<file path="config.mk">
export PLATFORM = sky130hd
export DESIGN_NAME = lz77_token_symbol_encoder_unit_flat
export DESIGN_NICKNAME = d
export VERILOG_FILES = /design/src/rtl/lz77enc_pkg.sv /design/src/rtl/lz77enc_token_if.sv /design/src/rtl/lz77enc_symbol_if.sv /design/src/rtl/lz77enc_cfg_if.sv /design/src/rtl/lz77_token_symbol_encoder_unit.sv /design/src/rtl/lz77enc_cell.sv /design/src/rtl/lz77enc_coder.sv /design/src/flat_wrapper.sv
export SDC_FILE = /design/constraint.sdc
export NUM_CORES = 1
export LEC_CHECK = 0
export BUFFER_PORTS_ARGS = -buffer_cell sky130_fd_sc_hd__buf_2
export CAP_MARGIN = 20
export CORE_UTILIZATION = 60
export DETAILED_ROUTE_END_ITERATION = 7
export GPL_ROUTABILITY_DRIVEN = 0
export GPL_TIMING_DRIVEN = 0
export PLACE_DENSITY = 0.81
export SETUP_SLACK_MARGIN = 0.15
export SLEW_MARGIN = 20
export SYNTH_ARGS = -nofsm -noshare
export SYNTH_HDL_FRONTEND = slang
export SYNTH_SLANG_ARGS = --single-unit
</file>
<file path="constraint.sdc">
create_clock -name i_clk -period 4.4 [get_ports i_clk]
set_input_delay 0.44 -clock i_clk [delete_from_list [all_inputs] [get_ports i_clk]]
set_output_delay 0.44 -clock i_clk [all_outputs]
set_load 0.1 [all_outputs]
</file>
<file path="src/rtl/lz77enc_pkg.sv">
// ----------------------------------------------------------------------------
// lz77enc_pkg
// Shared widths, codes, link types and code functions for the LZ77 token
// symbol encoder.
// ----------------------------------------------------------------------------
package lz77enc_pkg;

    // parameter defaults
    localparam int HISTORY_DEPTH_DEF     = 4;
    localparam int MAX_DISTANCE_BITS_DEF = 23;

    // field widths
    localparam int KIND_W      = 2;
    localparam int LIT_W       = 8;
    localparam int LEN_W       = 9;
    localparam int DIS_W       = 24;
    localparam int SYM_W       = 10;
    localparam int DSYM_W      = 8;
    localparam int EXTRA_W     = 28;
    localparam int COUNT_W     = 5;
    localparam int CFG_INDEX_W = 2;
    localparam int CFG_DATA_W  = 10;

    // code widths
    localparam int OSL_W       = 8;
    localparam int LEN_EXTRA_W = 6;
    localparam int LEN_COUNT_W = 3;
    localparam int LEN_BLEN_W  = 4;
    localparam int DIS_CODE_W  = 5;
    localparam int DIS_EXTRA_W = 23;

    // token kinds; any other code is an end of block
    localparam logic [KIND_W-1:0] KIND_LITERAL = 2'd0;
    localparam logic [KIND_W-1:0] KIND_MATCH   = 2'd1;

    // register indexes
    localparam logic [CFG_INDEX_W-1:0] CFG_REPEAT_LEN_SYMBOL = 2'd0;
    localparam logic [CFG_INDEX_W-1:0] CFG_REPEAT_DIS_BASE   = 2'd1;

    localparam logic [SYM_W-1:0]  REPEAT_LEN_SYMBOL_RST = 10'd273;
    localparam logic [DSYM_W-1:0] REPEAT_DIS_BASE_RST   = 8'd24;

    localparam logic [LEN_W-1:0] MIN_LEN         = 9'd3;
    localparam logic [LEN_W-1:0] MAX_LEN         = 9'd258;
    localparam logic [DIS_W-1:0] MIN_DIS         = 24'd1;
    localparam logic [SYM_W-1:0] END_SYMBOL      = 10'd256;
    localparam logic [SYM_W-1:0] LEN_BASE_SYMBOL = 10'd257;
    localparam logic [COUNT_W-1:0] MAX_EXTRA_COUNT = 5'd28;

    // one link of the distance history chain
    typedef struct packed {
        logic             occupied;
        logic [DIS_W-1:0] distance;
    } t_cell_link;

    typedef struct packed {
        logic [SYM_W-1:0]       sym;
        logic [LEN_COUNT_W-1:0] count;
        logic [LEN_EXTRA_W-1:0] bits;
    } t_len_code;

    typedef struct packed {
        logic [DIS_CODE_W-1:0]  sym;
        logic [DIS_CODE_W-1:0]  count;
        logic [DIS_EXTRA_W-1:0] bits;
    } t_dis_code;

    // lookup stage to coder stage
    typedef struct packed {
        logic                   error;
        logic                   dvalid;
        logic [SYM_W-1:0]       sym;
        logic [DSYM_W-1:0]      dsym;
        logic [LEN_COUNT_W-1:0] len_count;
        logic [LEN_EXTRA_W-1:0] len_bits;
        logic [DIS_CODE_W-1:0]  dis_count;
    } t_token_info;

    // length code for a length of 3..258
    function automatic t_len_code f_length_code(input logic [LEN_W-1:0] len);
        logic [OSL_W-1:0]       osl;
        logic [LEN_BLEN_W-1:0]  b;
        logic [LEN_COUNT_W-1:0] n;
        t_len_code              c;
        osl = OSL_W'(len - MIN_LEN);
        b   = '0;
        for (int i = 0; i < OSL_W; i++) begin
            if (osl[i]) b = LEN_BLEN_W'(i + 1);
        end
        c = '0;
        if (osl < 8'd4) begin
            c.sym = LEN_BASE_SYMBOL + SYM_W'(osl);
        end else begin
            n       = LEN_COUNT_W'(b - 4'd2);
            c.count = n;
            c.bits  = LEN_EXTRA_W'(osl & ((8'd1 << n) - 8'd1));
            c.sym   = LEN_BASE_SYMBOL + 10'd4 + SYM_W'({b - 4'd3, 1'b0})
                      + SYM_W'(osl[n]);
        end
        return c;
    endfunction

    // distance code for an offset distance (distance minus one)
    function automatic t_dis_code f_distance_code(input logic [DIS_W-1:0] osd);
        logic [DIS_CODE_W-1:0] h;
        logic [DIS_W-1:0]      top;
        t_dis_code             c;
        h   = '0;
        top = '0;
        for (int i = 0; i < DIS_W; i++) begin
            if (osd[i]) begin
                h      = DIS_CODE_W'(i + 1);
                top    = '0;
                top[i] = 1'b1;
            end
        end
        c.sym   = h;
        c.count = (h == '0) ? '0 : h - 5'd1;
        c.bits  = DIS_EXTRA_W'(osd & ~top);
        return c;
    endfunction

endpackage

</file>
<file path="src/rtl/lz77enc_token_if.sv">
// ----------------------------------------------------------------------------
// lz77enc_token_if
// Token channel: kind, literal byte, match length and match distance.
// ----------------------------------------------------------------------------
interface lz77enc_token_if;
    import lz77enc_pkg::*;

    logic              valid;
    logic              ready;
    logic [KIND_W-1:0] kind;
    logic [LIT_W-1:0]  literal;
    logic [LEN_W-1:0]  match_length;
    logic [DIS_W-1:0]  match_distance;

    modport source (output valid, kind, literal, match_length, match_distance,
                    input ready);
    modport sink   (input valid, kind, literal, match_length, match_distance,
                    output ready);
endinterface

</file>
<file path="src/rtl/lz77enc_symbol_if.sv">
// ----------------------------------------------------------------------------
// lz77enc_symbol_if
// Symbol channel: len/lit symbol, distance symbol, extra bits and error.
// ----------------------------------------------------------------------------
interface lz77enc_symbol_if;
    import lz77enc_pkg::*;

    logic               valid;
    logic               ready;
    logic [SYM_W-1:0]   len_lit_symbol;
    logic               dis_symbol_valid;
    logic [DSYM_W-1:0]  dis_symbol;
    logic [EXTRA_W-1:0] extra_bits;
    logic [COUNT_W-1:0] extra_count;
    logic               error;

    modport source (output valid, len_lit_symbol, dis_symbol_valid, dis_symbol,
                    extra_bits, extra_count, error, input ready);
    modport sink   (input valid, len_lit_symbol, dis_symbol_valid, dis_symbol,
                    extra_bits, extra_count, error, output ready);
endinterface

</file>
<file path="src/rtl/lz77enc_cfg_if.sv">
// ----------------------------------------------------------------------------
// lz77enc_cfg_if
// Configuration write channel: register index and write data.
// ----------------------------------------------------------------------------
interface lz77enc_cfg_if;
    import lz77enc_pkg::*;

    logic                   valid;
    logic                   ready;
    logic [CFG_INDEX_W-1:0] index;
    logic [CFG_DATA_W-1:0]  data;

    modport source (output valid, index, data, input ready);
    modport sink   (input valid, index, data, output ready);
endinterface

</file>
<file path="src/rtl/lz77_token_symbol_encoder_unit.sv">
// ----------------------------------------------------------------------------
// lz77_token_symbol_encoder_unit
// Turns LZ77 tokens into len/lit symbols, distance symbols and extra bits,
// with a short history of recent distances for repeat codes.
// ----------------------------------------------------------------------------
// Usage:
//   i_token  : one token per transaction (literal, match or end of block).
//   o_symbol : exactly one result per token, in token order.
//   i_cfg    : register writes (index 0 repeat len symbol, index 1 repeat
//              distance base); always ready, write only while idle.
// Path: an accepted token passes the lookup register, then the output
//   register, before its result can be taken.
// Throughput: one token per cycle unless the output stalls. The history
//   chain is looked up and pushed in the cycle a token is accepted, so
//   back-to-back matches see each other.
// Reset: history emptied, previous length cleared, registers back to their
//   defaults, no result pending.
// Stall: while the receiver holds ready low, the output register keeps its
//   result, the lookup register holds one more token, and i_token.ready
//   falls once both are full.
// ----------------------------------------------------------------------------
module lz77_token_symbol_encoder_unit #(
    parameter int HISTORY_DEPTH     = lz77enc_pkg::HISTORY_DEPTH_DEF,
    parameter int MAX_DISTANCE_BITS = lz77enc_pkg::MAX_DISTANCE_BITS_DEF
) (
    input  logic             i_clk,
    input  logic             i_rst_n,
    lz77enc_token_if.sink    i_token,
    lz77enc_symbol_if.source o_symbol,
    lz77enc_cfg_if.sink      i_cfg
);
    import lz77enc_pkg::*;

    localparam int SLOT_W = (HISTORY_DEPTH > 1) ? $clog2(HISTORY_DEPTH) : 1;
    localparam int DB_W   = MAX_DISTANCE_BITS - 1;

    logic [SYM_W-1:0]  r_repeat_len_symbol;
    logic [DSYM_W-1:0] r_repeat_dis_base;
    logic [LEN_W-1:0]  r_prev_len;
    logic              r_s1_valid;
    t_token_info       r_info;
    logic [DB_W-1:0]   r_dis_bits;

    t_token_info       n_info;
    logic [DB_W-1:0]   n_dis_bits;
    logic              n_push;

    logic              w_accept;
    logic              w_push;
    logic              w_coder_ready;
    logic [DIS_W-1:0]  w_osd;
    logic              w_len_ok;
    logic              w_dis_ok;
    t_len_code         w_lcode;
    t_dis_code         w_dcode;
    logic              w_hit;
    logic [SLOT_W-1:0] w_hit_slot;
    logic              w_match [HISTORY_DEPTH];
    t_cell_link        w_link  [HISTORY_DEPTH];

    // configuration registers
    assign i_cfg.ready = 1'b1;

    always_ff @(posedge i_clk) begin
        if (!i_rst_n) begin
            r_repeat_len_symbol <= REPEAT_LEN_SYMBOL_RST;
            r_repeat_dis_base   <= REPEAT_DIS_BASE_RST;
        end else if (i_cfg.valid) begin
            unique case (i_cfg.index)
                CFG_REPEAT_LEN_SYMBOL: r_repeat_len_symbol <= i_cfg.data;
                CFG_REPEAT_DIS_BASE:   r_repeat_dis_base   <= DSYM_W'(i_cfg.data);
                default: ;
            endcase
        end
    end

    // handshake: lookup register frees as the coder takes its token
    assign i_token.ready = !r_s1_valid || w_coder_ready;
    assign w_accept      = i_token.valid && i_token.ready;
    assign w_push        = w_accept && n_push;

    // history chain, newest distance in cell 0
    genvar j;
    generate
        for (j = 0; j < HISTORY_DEPTH; j++) begin : g_cell
            t_cell_link w_in;
            if (j == 0) begin : g_head
                assign w_in.occupied = 1'b1;
                assign w_in.distance = i_token.match_distance;
            end else begin : g_body
                assign w_in = w_link[j-1];
            end
            lz77enc_cell u_cell (
                .i_clk   (i_clk),
                .i_rst_n (i_rst_n),
                .i_shift (w_push),
                .i_link  (w_in),
                .i_key   (i_token.match_distance),
                .o_link  (w_link[j]),
                .o_match (w_match[j])
            );
        end
    endgenerate

    // newest matching slot wins
    always_comb begin
        w_hit      = 1'b0;
        w_hit_slot = '0;
        for (int k = HISTORY_DEPTH - 1; k >= 0; k--) begin
            if (w_match[k]) begin
                w_hit      = 1'b1;
                w_hit_slot = SLOT_W'(k);
            end
        end
    end

    // range checks and base codes
    assign w_osd    = i_token.match_distance - MIN_DIS;
    assign w_len_ok = (i_token.match_length >= MIN_LEN)
                      && (i_token.match_length <= MAX_LEN);
    assign w_dis_ok = (i_token.match_distance != '0)
                      && ((w_osd >> MAX_DISTANCE_BITS) == '0);
    assign w_lcode  = f_length_code(i_token.match_length);
    assign w_dcode  = f_distance_code(w_osd);

    // token decode into symbols; unused fields stay zero
    always_comb begin
        n_info     = '0;
        n_dis_bits = '0;
        n_push     = 1'b0;
        unique case (i_token.kind)
            KIND_LITERAL: begin
                n_info.sym = SYM_W'(i_token.literal);
            end
            KIND_MATCH: begin
                if (!(w_len_ok && w_dis_ok)) begin
                    n_info.error = 1'b1;
                end else begin
                    n_push = 1'b1;
                    if (w_match[0] && (r_prev_len == i_token.match_length)) begin
                        n_info.sym = r_repeat_len_symbol;
                    end else begin
                        n_info.sym       = w_lcode.sym;
                        n_info.dvalid    = 1'b1;
                        n_info.len_count = w_lcode.count;
                        n_info.len_bits  = w_lcode.bits;
                        if (w_hit) begin
                            n_info.dsym = r_repeat_dis_base + DSYM_W'(w_hit_slot);
                        end else begin
                            n_info.dsym      = DSYM_W'(w_dcode.sym);
                            n_info.dis_count = w_dcode.count;
                            n_dis_bits       = w_dcode.bits[DB_W-1:0];
                        end
                    end
                end
            end
            default: begin
                n_info.sym = END_SYMBOL;
            end
        endcase
    end

    // previous match length
    always_ff @(posedge i_clk) begin
        if (!i_rst_n) begin
            r_prev_len <= '0;
        end else if (w_push) begin
            r_prev_len <= i_token.match_length;
        end
    end

    // lookup register
    always_ff @(posedge i_clk) begin
        if (!i_rst_n) begin
            r_s1_valid <= 1'b0;
        end else if (w_accept) begin
            r_s1_valid <= 1'b1;
        end else if (w_coder_ready) begin
            r_s1_valid <= 1'b0;
        end
    end

    always_ff @(posedge i_clk) begin
        if (w_accept) begin
            r_info     <= n_info;
            r_dis_bits <= n_dis_bits;
        end
    end

    lz77enc_coder #(
        .DB_W (DB_W)
    ) u_coder (
        .i_clk      (i_clk),
        .i_rst_n    (i_rst_n),
        .i_valid    (r_s1_valid),
        .o_ready    (w_coder_ready),
        .i_info     (r_info),
        .i_dis_bits (r_dis_bits),
        .o_symbol   (o_symbol)
    );

    // a rejected match carries nothing but the flag
    a_error_bare: assert property (@(posedge i_clk) disable iff (!i_rst_n)
        o_symbol.valid && o_symbol.error |->
            !o_symbol.dis_symbol_valid && (o_symbol.extra_count == '0)
            && (o_symbol.len_lit_symbol == '0))
        else $error("error result carries symbol fields");

    // a push lands the distance in the newest cell
    a_push_head: assert property (@(posedge i_clk) disable iff (!i_rst_n)
        w_push |=> w_link[0].occupied
            && (w_link[0].distance == $past(i_token.match_distance)))
        else $error("history head not updated on push");

    // occupied cells form an unbroken run from the head
    generate
        for (j = 1; j < HISTORY_DEPTH; j++) begin : g_occ_chk
            a_occ_run: assert property (@(posedge i_clk) disable iff (!i_rst_n)
                w_link[j].occupied |-> w_link[j-1].occupied)
                else $error("history occupancy has a gap");
        end
    endgenerate

    // a full lookup register blocks new tokens while the coder stalls
    a_s1_hold: assert property (@(posedge i_clk) disable iff (!i_rst_n)
        r_s1_valid && !w_coder_ready |-> !i_token.ready)
        else $error("token accepted over a stalled lookup register");

    // extra bit count never exceeds the field
    a_count_max: assert property (@(posedge i_clk) disable iff (!i_rst_n)
        o_symbol.valid |-> (o_symbol.extra_count <= MAX_EXTRA_COUNT))
        else $error("extra count out of range");

endmodule

</file>
<file path="src/rtl/lz77enc_cell.sv">
// ----------------------------------------------------------------------------
// lz77enc_cell
// One slot of the recent-distance history. Holds a distance, compares it
// with the incoming key and passes its content down the chain on a push.
// ----------------------------------------------------------------------------
module lz77enc_cell (
    input  logic                           i_clk,
    input  logic                           i_rst_n,
    input  logic                           i_shift,
    input  lz77enc_pkg::t_cell_link        i_link,
    input  logic [lz77enc_pkg::DIS_W-1:0]  i_key,
    output lz77enc_pkg::t_cell_link        o_link,
    output logic                           o_match
);
    import lz77enc_pkg::*;

    logic             r_occupied;
    logic [DIS_W-1:0] r_distance;

    // occupancy is control state
    always_ff @(posedge i_clk) begin
        if (!i_rst_n) begin
            r_occupied <= 1'b0;
        end else if (i_shift) begin
            r_occupied <= i_link.occupied;
        end
    end

    // distance payload, meaningful only while occupied
    always_ff @(posedge i_clk) begin
        if (i_shift) begin
            r_distance <= i_link.distance;
        end
    end

    assign o_link.occupied = r_occupied;
    assign o_link.distance = r_distance;
    assign o_match         = r_occupied && (r_distance == i_key);

endmodule

</file>
<file path="src/rtl/lz77enc_coder.sv">
// ----------------------------------------------------------------------------
// lz77enc_coder
// Output stage: joins length and distance extra bits and holds the result
// in the output register until the transaction completes.
// ----------------------------------------------------------------------------
module lz77enc_coder #(
    parameter int DB_W = lz77enc_pkg::MAX_DISTANCE_BITS_DEF - 1
) (
    input  logic                      i_clk,
    input  logic                      i_rst_n,
    input  logic                      i_valid,
    output logic                      o_ready,
    input  lz77enc_pkg::t_token_info  i_info,
    input  logic [DB_W-1:0]           i_dis_bits,
    lz77enc_symbol_if.source          o_symbol
);
    import lz77enc_pkg::*;

    logic               r_valid;
    logic [SYM_W-1:0]   r_sym;
    logic               r_dvalid;
    logic [DSYM_W-1:0]  r_dsym;
    logic [EXTRA_W-1:0] r_extra;
    logic [COUNT_W-1:0] r_count;
    logic               r_error;
    logic [EXTRA_W-1:0] n_extra;
    logic [COUNT_W-1:0] n_count;

    // length extra bits sit above the distance extra bits
    always_comb begin
        n_extra = (EXTRA_W'(i_info.len_bits) << i_info.dis_count)
                  | EXTRA_W'(i_dis_bits);
        n_count = COUNT_W'(i_info.len_count) + i_info.dis_count;
    end

    assign o_ready = !r_valid || o_symbol.ready;

    always_ff @(posedge i_clk) begin
        if (!i_rst_n) begin
            r_valid <= 1'b0;
        end else if (o_ready) begin
            r_valid <= i_valid;
        end
    end

    always_ff @(posedge i_clk) begin
        if (o_ready && i_valid) begin
            r_sym    <= i_info.sym;
            r_dvalid <= i_info.dvalid;
            r_dsym   <= i_info.dsym;
            r_extra  <= n_extra;
            r_count  <= n_count;
            r_error  <= i_info.error;
        end
    end

    assign o_symbol.valid            = r_valid;
    assign o_symbol.len_lit_symbol   = r_sym;
    assign o_symbol.dis_symbol_valid = r_dvalid;
    assign o_symbol.dis_symbol       = r_dsym;
    assign o_symbol.extra_bits       = r_extra;
    assign o_symbol.extra_count      = r_count;
    assign o_symbol.error            = r_error;

endmodule
</file>
<file path="src/flat_wrapper.sv">
// flat-port wrapper written by rule: the top's interface ports become plain ports
module lz77_token_symbol_encoder_unit_flat import lz77enc_pkg::*;
#(
    parameter int HISTORY_DEPTH     = lz77enc_pkg::HISTORY_DEPTH_DEF,
    parameter int MAX_DISTANCE_BITS = lz77enc_pkg::MAX_DISTANCE_BITS_DEF
)
  (i_clk, i_rst_n, i_token_valid, i_token_kind, i_token_literal, i_token_match_length, i_token_match_distance, i_token_ready, o_symbol_valid, o_symbol_len_lit_symbol, o_symbol_dis_symbol_valid, o_symbol_dis_symbol, o_symbol_extra_bits, o_symbol_extra_count, o_symbol_error, o_symbol_ready, i_cfg_valid, i_cfg_index, i_cfg_data, i_cfg_ready);
  lz77enc_token_if i_token_i ();
  lz77enc_symbol_if o_symbol_i ();
  lz77enc_cfg_if i_cfg_i ();
  input  logic i_clk;
  input  logic i_rst_n;
  input wire logic [$bits(i_token_i.valid)-1:0] i_token_valid;
  input wire logic [$bits(i_token_i.kind)-1:0] i_token_kind;
  input wire logic [$bits(i_token_i.literal)-1:0] i_token_literal;
  input wire logic [$bits(i_token_i.match_length)-1:0] i_token_match_length;
  input wire logic [$bits(i_token_i.match_distance)-1:0] i_token_match_distance;
  output wire logic [$bits(i_token_i.ready)-1:0] i_token_ready;
  output wire logic [$bits(o_symbol_i.valid)-1:0] o_symbol_valid;
  output wire logic [$bits(o_symbol_i.len_lit_symbol)-1:0] o_symbol_len_lit_symbol;
  output wire logic [$bits(o_symbol_i.dis_symbol_valid)-1:0] o_symbol_dis_symbol_valid;
  output wire logic [$bits(o_symbol_i.dis_symbol)-1:0] o_symbol_dis_symbol;
  output wire logic [$bits(o_symbol_i.extra_bits)-1:0] o_symbol_extra_bits;
  output wire logic [$bits(o_symbol_i.extra_count)-1:0] o_symbol_extra_count;
  output wire logic [$bits(o_symbol_i.error)-1:0] o_symbol_error;
  input wire logic [$bits(o_symbol_i.ready)-1:0] o_symbol_ready;
  input wire logic [$bits(i_cfg_i.valid)-1:0] i_cfg_valid;
  input wire logic [$bits(i_cfg_i.index)-1:0] i_cfg_index;
  input wire logic [$bits(i_cfg_i.data)-1:0] i_cfg_data;
  output wire logic [$bits(i_cfg_i.ready)-1:0] i_cfg_ready;
  assign i_token_i.valid = i_token_valid;
  assign i_token_i.kind = i_token_kind;
  assign i_token_i.literal = i_token_literal;
  assign i_token_i.match_length = i_token_match_length;
  assign i_token_i.match_distance = i_token_match_distance;
  assign i_token_ready = i_token_i.ready;
  assign o_symbol_valid = o_symbol_i.valid;
  assign o_symbol_len_lit_symbol = o_symbol_i.len_lit_symbol;
  assign o_symbol_dis_symbol_valid = o_symbol_i.dis_symbol_valid;
  assign o_symbol_dis_symbol = o_symbol_i.dis_symbol;
  assign o_symbol_extra_bits = o_symbol_i.extra_bits;
  assign o_symbol_extra_count = o_symbol_i.extra_count;
  assign o_symbol_error = o_symbol_i.error;
  assign o_symbol_i.ready = o_symbol_ready;
  assign i_cfg_i.valid = i_cfg_valid;
  assign i_cfg_i.index = i_cfg_index;
  assign i_cfg_i.data = i_cfg_data;
  assign i_cfg_ready = i_cfg_i.ready;
  lz77_token_symbol_encoder_unit #(.HISTORY_DEPTH(HISTORY_DEPTH), .MAX_DISTANCE_BITS(MAX_DISTANCE_BITS)) u_core (.i_clk(i_clk), .i_rst_n(i_rst_n), .i_token(i_token_i), .o_symbol(o_symbol_i), .i_cfg(i_cfg_i));
endmodule
</file>
==> results of run 1 <==
-- cells by family after synthesis --
family                     Yosys count
adders and majority gates           24
AOI/OAI and AO/OA                  169
xor gates and xnor gates           147
other                                1
muxes                               39
and+or+nand+nor                    353
buffers and inverters               86
DFF                                238
-- cells in the mapped netlist, types with 5 or more instances --
cell type and count:
or2_2 6, ha_1 22, nor4_1 19, nand2_1 77
nand2b_1 11, a21boi_0 8, o21bai_1 13, nand4_1 29
and2_1 12, a21o_1 10, and3_1 6, dfxtp_1 33
edfxtp_1 205, a31oi_1 5, nand3_1 23, o22ai_1 5
xnor2_1 95, o211ai_1 7, nor2_1 71, mux2_2 6
xor2_1 52, a211oi_1 10, o21ai_0 26, clkbuf_1 33
nor3_1 33, buf_6 6, a22oi_1 9, a21oi_1 26
buf_1 10, inv_1 31, nor2b_1 32, or4_1 7
mux2i_1 33
-- registers in the layout, indices dropped and copies added (netlist names) --
name and count:
u_core.r_dis_bits 22, u_core.u_coder.o_symbol.extra_count 5, u_core.g_cell.u_cell.r_occupied 4, u_core.u_coder.o_symbol.error 1, u_core.r_repeat_dis_base 8, u_core.r_prev_len 9, u_core.r_info 34, u_core.u_coder.o_symbol.dis_symbol 8
u_core.u_coder.o_symbol.extra_bits 28, u_core.u_coder.o_symbol.valid 1, u_core.r_s1_valid 1, u_core.g_cell.u_cell.r_distance 96, u_core.r_repeat_len_symbol 10, u_core.u_coder.o_symbol.dis_symbol_valid 1, u_core.u_coder.o_symbol.len_lit_symbol 10
-- critical path, stage by stage --
cell and delay (ns):
buf_2 0.15, buf_1 0.30, inv_1 0.20, ha_1 0.31, or3b_2 0.46, clkbuf_1 0.20
nor2_1 0.38, nand3_1 0.29, nor2_1 0.31, o21ai_0 0.13, a21oi_1 0.17, a311oi_1 0.08
nor2_1 0.27, ha_1 0.26, nor2_1 0.07, a311oi_1 0.25, nor2b_1 0.07
-- layout make-up --
cell class / instances / share of cell area (%)
clock buffers: 36 / 4.91
multi-input cells: 733 / 36.5
flip-flops and latches: 238 / 48.7
repair buffers: 112 / 4.11
well taps: 265 / 2.37
clock inverters: 6 / 0.662
plain buffers: 54 / 1.86
inverters: 32 / 0.867
-- routing by layer --
layer  track usage [%]  up-vias  wire [um]
met5                 0        -          0
met4              10.2        0       1030
met3              3.93       78       1960
met2              43.3      377      12800
met1              34.4     4049      11400
li1                  -     4161          -
-- power by group --
part           switching [mW]  internal [mW]  total, mW
registers              0.0273           2.52       2.55
clock network           0.812           1.20       2.01
logic                   0.528          0.213      0.741
total                    1.37           3.93       5.30
-- through the flow --
stage                     instances  setup WS [ns]  area, sq um
after floorplan                1057          0.321        12300
after global placement         1433         -0.554        13200
after detailed placement       1434         -0.613        13200
after CTS                      1476          0.202        14000
after global routing           1476          0.125        14000
final                          1476          0.323        14000
-- path summary, 6_finish.rpt --
kind | from | cells past startpoint | slack [ns] | to
max | i_token_match_distance[0] | 17 | 0.32 | u_core.r_info[4]$_SDFFCE_PP0P_
min reg2reg | u_core.r_info[26]$_SDFFCE_PN0P_ | 0 | 0.42 | u_core.u_coder.o_symbol.len_lit_symbol[4]$_DFFE_PP_
min | i_token_match_distance[11] | 1 | 0.09 | u_core.g_cell[0].u_cell.r_distance[11]$_DFFE_PP_
max reg2reg | u_core.g_cell[3].u_cell.r_distance[22]$_DFFE_PP_ | 13 | 1.21 | u_core.r_info[18]$_SDFFCE_PP0P_
-- timing repair --
action	CTS	global route
gates cloned	0	0
gates resized for setup	2	6
endpoints found under the setup margin	3	10
==> results.sh, run 1 <==
export IMPL_outcome="completed"
export IMPL_synth_top_family_by_area="simple AND/OR/NAND/NOR gates"
export IMPL_synthTopCellsByArea="edfxtp_1 (50%), xnor2_1 (6.8%), dfxtp_1 (5.4%)"
export IMPL_die_area_sq_um=21000
export IMPL_max_slew_margin_pct=32.0
export IMPL_nets=1280
export IMPL_cap_violations=0
export IMPL_routed_via_count=8665
export IMPL_final_cell_mix="edfxtp_1 (205), buf_2 (114), xnor2_1 (95), nand2_1 (77), nor2_1 (71)"
export IMPL_rsz0062_at_grt="true"
export IMPL_cts_setup_buffers=0
export IMPL_clkTransAtPathRegs_ns=0.06
export IMPL_finalPower_mw=5.30
export IMPL_setup_violations_final=0
export IMPL_die_w_um=145
export IMPL_start_util_pct=62.0
export IMPL_worst_slew_pin_slew_ns=1.01
export IMPL_postLayoutCoreUtil_pct=70.7
export IMPL_rows=51
export IMPL_start_kind="input pin"
export IMPL_skew_ns=0.0144
export IMPL_synthArstFlopShare_pct=0
export IMPL_die_h_um=145
export IMPL_vias_per_cell=5.87
export IMPL_leakagePower_nw=4.93
export IMPL_maxSlewViolCount=0
export IMPL_grt_pass1_vias=8388
export IMPL_synth_simple_area_share_pct=15.1
export IMPL_overflow=0
export IMPL_worstPathArrival_ns=4.36
export IMPL_seq_area_sq_um=6820
export IMPL_grt_max_degree=106
export IMPL_synth_area_leader_cell="edfxtp_1"
export IMPL_post_route_period_util_pct=92.7
export IMPL_clock_sinks=238
export IMPL_drc=0
export IMPL_yosys_area_share_adder_pct=2.57
export IMPL_wl_per_cell_um=18.4
export IMPL_track_usage_pct=26.1
export IMPL_netlist_instances=1057
export IMPL_synthXorXnorAreaFrac_pct=10.5
export IMPL_synth_top_area_share_pct=50.2
export IMPL_seq_area_frac_synth_pct=55.5
export IMPL_final_common_cell="edfxtp_1"
export IMPL_syn_area_sq_um=12300
export IMPL_drt_iter0_markers=783
export IMPL_synth_edf_count=205
export IMPL_synth_nets=1141
export IMPL_required_ns=4.68
export IMPL_hold_buffers=0
export IMPL_end_kind="flop"
export IMPL_fill_cells=1438
export IMPL_layout_drive_gt1_share_pct=15.8
export IMPL_finalWirelength_um=27200
export IMPL_io_pins=116
export IMPL_ys_ff_latch=238
export IMPL_antenna_cells=0
export IMPL_max_freq_mhz=245
export IMPL_hp_class="in -> reg"
export IMPL_multiInputGateArea_sq_um=5110
export IMPL_firstDrtPassIters=5
export IMPL_worstPathMaxFanout=10
export IMPL_synth_compound_area_share_pct=9.91
export IMPL_power_density_nw_per_um2=379
export IMPL_coreArea_sq_um=19800
export IMPL_clkLatencyLatePin_ns=0.54
export IMPL_cts_root_buf="clkbuf_16"
export IMPL_ys_types=80
export IMPL_timing_hold_ws_ns=0.0902
export IMPL_muxShareOfSynthArea_pct=3.24
export IMPL_ant_nets=0
export IMPL_yosysWarnings=0
export IMPL_antenna_found_initial=0
export IMPL_areaGrowthSynthToFinish_pct=14.0
export IMPL_io_buffers=111
export IMPL_dp_hpwl_um=20300
export IMPL_synth_avg_cell_area_sq_um=11.6
export IMPL_cts_buffers=25
export IMPL_clock_path_buffers=3
export IMPL_hold_viol=0
export IMPL_grt_pass1_wl_um=43400
export IMPL_criticalPathCategory="in -> reg"
export IMPL_min_period_ns=4.08
export IMPL_synth_ff_type="edfxtp_1"
export IMPL_fin_setup_tns_ns=0
export IMPL_htreeDepth=1
export IMPL_vdd_drop_max_mv=0.321
export IMPL_cts_tree="yes"
(Power assumes the default switching activity.)
==> run 2, diff against run 1 <==
--- a/config.mk
+++ b/config.mk
@@ -12,6 +12,7 @@
 export GPL_ROUTABILITY_DRIVEN = 0
 export GPL_TIMING_DRIVEN = 0
 export PLACE_DENSITY = 0.81
+export RECOVER_POWER = 25
 export SETUP_SLACK_MARGIN = 0.15
 export SLEW_MARGIN = 20
 export SYNTH_ARGS = -nofsm -noshare
==> run 2 against run 1 <==
- the run now ends with DRC left
- first-iteration DRC count down 0.77%
- critical path type unchanged
- global-route usage unchanged
- clock skew rose by 0.0019 ns
- sequential cell count is the same
- setup slack got worse by 0.052 ns
- critical endpoint unchanged
- largest cell class unchanged
- non-clock buffer count unchanged
==> results.sh, run 2 (same netlist as run 1, synthesis figures left out) <==
export IMPL_wl_per_cell_um=18.4
export IMPL_min_to="u_core.g_cell[0].u_cell.r_distance[18]$_DFFE_PP_"
export IMPL_antenna_found_initial=0
export IMPL_max_freq_mhz=242
export IMPL_internal_power_mw=3.93
export IMPL_regMostFlops="u_core.g_cell.u_cell.r_distance"
export IMPL_grt_pass1_wl_um=43400
export IMPL_hp_class="in -> reg"
export IMPL_io_buffers=111
export IMPL_finalWirelength_um=27200
export IMPL_grt_met3_usage_pct=3.93
export IMPL_nets=1280
export IMPL_vias_per_cell=5.85
export IMPL_p_seq_share_pct=48.1
export IMPL_timing_rr_start="u_core.g_cell[3].u_cell.r_distance[22]$_DFFE_PP_"
export IMPL_r2r_cells=13
export IMPL_max_slew_margin_pct=31.1
export IMPL_track_usage_pct=26.1
export IMPL_power_density_nw_per_um2=379
export IMPL_drc=2
export IMPL_busiest_layer="met2"
export IMPL_rsz0062_at_grt="true"
export IMPL_vdd_drop_max_mv=0.323
export IMPL_worstPathArrival_ns=4.41
export IMPL_rrSetupSlack_ns=1.19
export IMPL_fill_cells=1451
export IMPL_setup_violations_final=0
export IMPL_cts_root_buf="clkbuf_16"
export IMPL_ant_nets=0
export IMPL_p_switching_mw=1.37
export IMPL_finalPower_mw=5.30
export IMPL_io_pins=116
export IMPL_dp_cells=1434
export IMPL_swShare_pct=25.8
export IMPL_min_delay_start="i_token_match_distance[18]"
export IMPL_start_util_pct=62.0
export IMPL_end_kind="flop"
export IMPL_final_common_cell="edfxtp_1"
export IMPL_violations="DRC"
export IMPL_cts_buffers=25
export IMPL_clock_path_buffers=3
export IMPL_grtUsageMet1_pct=34.4
export IMPL_htreeDepth=1
export IMPL_grt_max_degree=106
export IMPL_rows=51
export IMPL_maxSlewViolCount=0
export IMPL_worst_slew_pin_slew_ns=1.02
export IMPL_clkTransAtPathRegs_ns=0.06
export IMPL_multiInputGateArea_sq_um=5110
export IMPL_criticalPathCategory="in -> reg"
export IMPL_cts_tree="yes"
export IMPL_largest_reg_flops=96
export IMPL_met2_usage_pct=43.3
export IMPL_post_route_period_util_pct=93.8
export IMPL_required_ns=4.68
export IMPL_die_area_sq_um=21000
export IMPL_holdPathStages=1
export IMPL_routed_via_count=8639
export IMPL_die_w_um=145
export IMPL_timing_rr_end="u_core.r_info[18]$_SDFFCE_PP0P_"
export IMPL_clkLatencyLatePin_ns=0.54
export IMPL_grt_pass1_vias=8388
export IMPL_min_period_ns=4.13
export IMPL_dp_worst_setup_slack_ns=-0.613
export IMPL_timing_hold_ws_ns=0.0893
export IMPL_power_frac_comb_pct=13.9
export IMPL_seq_area_sq_um=6820
export IMPL_overflow=0
export IMPL_antenna_cells=0
export IMPL_areaGrowthSynthToFinish_pct=13.8
export IMPL_worstPathMaxFanout=10
export IMPL_drt_iter0_markers=777
export IMPL_firstDrtPassIters=8
export IMPL_die_h_um=145
export IMPL_finalNonFillerCells=1476
export IMPL_clock_sinks=238
export IMPL_start_kind="input pin"
export IMPL_skew_ns=0.0163
export IMPL_dp_hpwl_um=20300
export IMPL_cts_setup_buffers=0
export IMPL_setup_slack_ns=0.271
export IMPL_cap_violations=0
export IMPL_pwr_share_clk_pct=37.9
export IMPL_layout_drive_gt1_share_pct=13.9
export IMPL_outcome="finished with violations"
export IMPL_coreArea_sq_um=19800
export IMPL_hold_viol=0
export IMPL_leakagePower_nw=4.87
export IMPL_final_cell_mix="edfxtp_1 (205), xnor2_1 (95), buf_2 (91), nand2_1 (77), nor2_1 (71)"
-- run 2: changes by cell type in the layout (fill, tap and decap cells not counted), sizes merged --
cell,change
buf,-23
clkbuf,+23
-- run 2: critical path: stages --
cell and delay (ns):
clkbuf_1 0.18, buf_1 0.34, inv_1 0.20, ha_1 0.31
or3b_2 0.46, clkbuf_1 0.21, nor2_1 0.37, nand3_1 0.29
nor2_1 0.31, o21ai_0 0.12, a21oi_1 0.17, a311oi_1 0.08
nor2_1 0.27, ha_1 0.26, nor2_1 0.07, a311oi_1 0.25
nor2b_1 0.07
-- run 2: layout make-up --
type,instances,area share (%)
inverter,32,0.869
sequential,238,48.8
buffer,54,1.86
multi-input combinational,733,36.6
clock buffer,36,4.92
clock inverter,6,0.663
timing repair buffer,112,3.92
tap,265,2.37
-- run 2: per-layer routing --
layer / routed length [um] / share of wire (%) / vias up
met3: 1830 / 6.7 / 74
met4: 979 / 3.6 / 0
li1: - / - / 4169
met2: 12900 / 47 / 345
met1: 11500 / 42 / 4051
met5: 0 / 0 / -
-- run 2: worst max-delay path by stage --
stage                                         start                              end  slack [ns]  cells after the start
final                     i_token_match_distance[0]   u_core.r_info[4]$_SDFFCE_PP0P_        0.27                     17
after global routing        i_token_match_length[2]  u_core.r_info[24]$_SDFFCE_PN0P_        0.12                     20
after CTS                   i_token_match_length[2]  u_core.r_info[24]$_SDFFCE_PN0P_        0.20                     19
after detailed placement    i_token_match_length[2]  u_core.r_info[24]$_SDFFCE_PN0P_       -0.61                     19
after global placement      i_token_match_length[2]  u_core.r_info[24]$_SDFFCE_PN0P_       -0.55                     19
after floorplan             i_token_match_length[2]  u_core.r_info[24]$_SDFFCE_PN0P_        0.32                     18
-- run 2: metrics by stage --
stage / area, sq um / util [%] / setup TNS [ns]
floorplan: 12300 / - / 0
global placement: 13200 / 66.5 / -1.75
detailed placement: 13200 / 66.7 / -2.72
CTS: 14000 / 70.6 / 0
global route: 14000 / 70.6 / 0
finish: 14000 / 70.6 / 0
-- run 2: power by group through the flow --
stage | logic, mW | clock network, mW | registers [mW]
3_3_place_gp | 0.713 | 0 | 2.60
6_report | 0.738 | 2.01 | 2.55
3_5_place_dp | 0.729 | 0 | 2.60
5_1_grt | 0.793 | 2.11 | 2.56
2_1_floorplan | 0.369 | 0 | 2.78
4_1_cts | 0.734 | 2.03 | 2.55
-- run 2: what timing repair did --
item | 4_1_cts | 5_1_grt
resized for setup | 2 | 6
endpoints found under the hold margin | 0 | 0
hold buffers | 0 | 0
endpoints found under the setup margin | 3 | 10
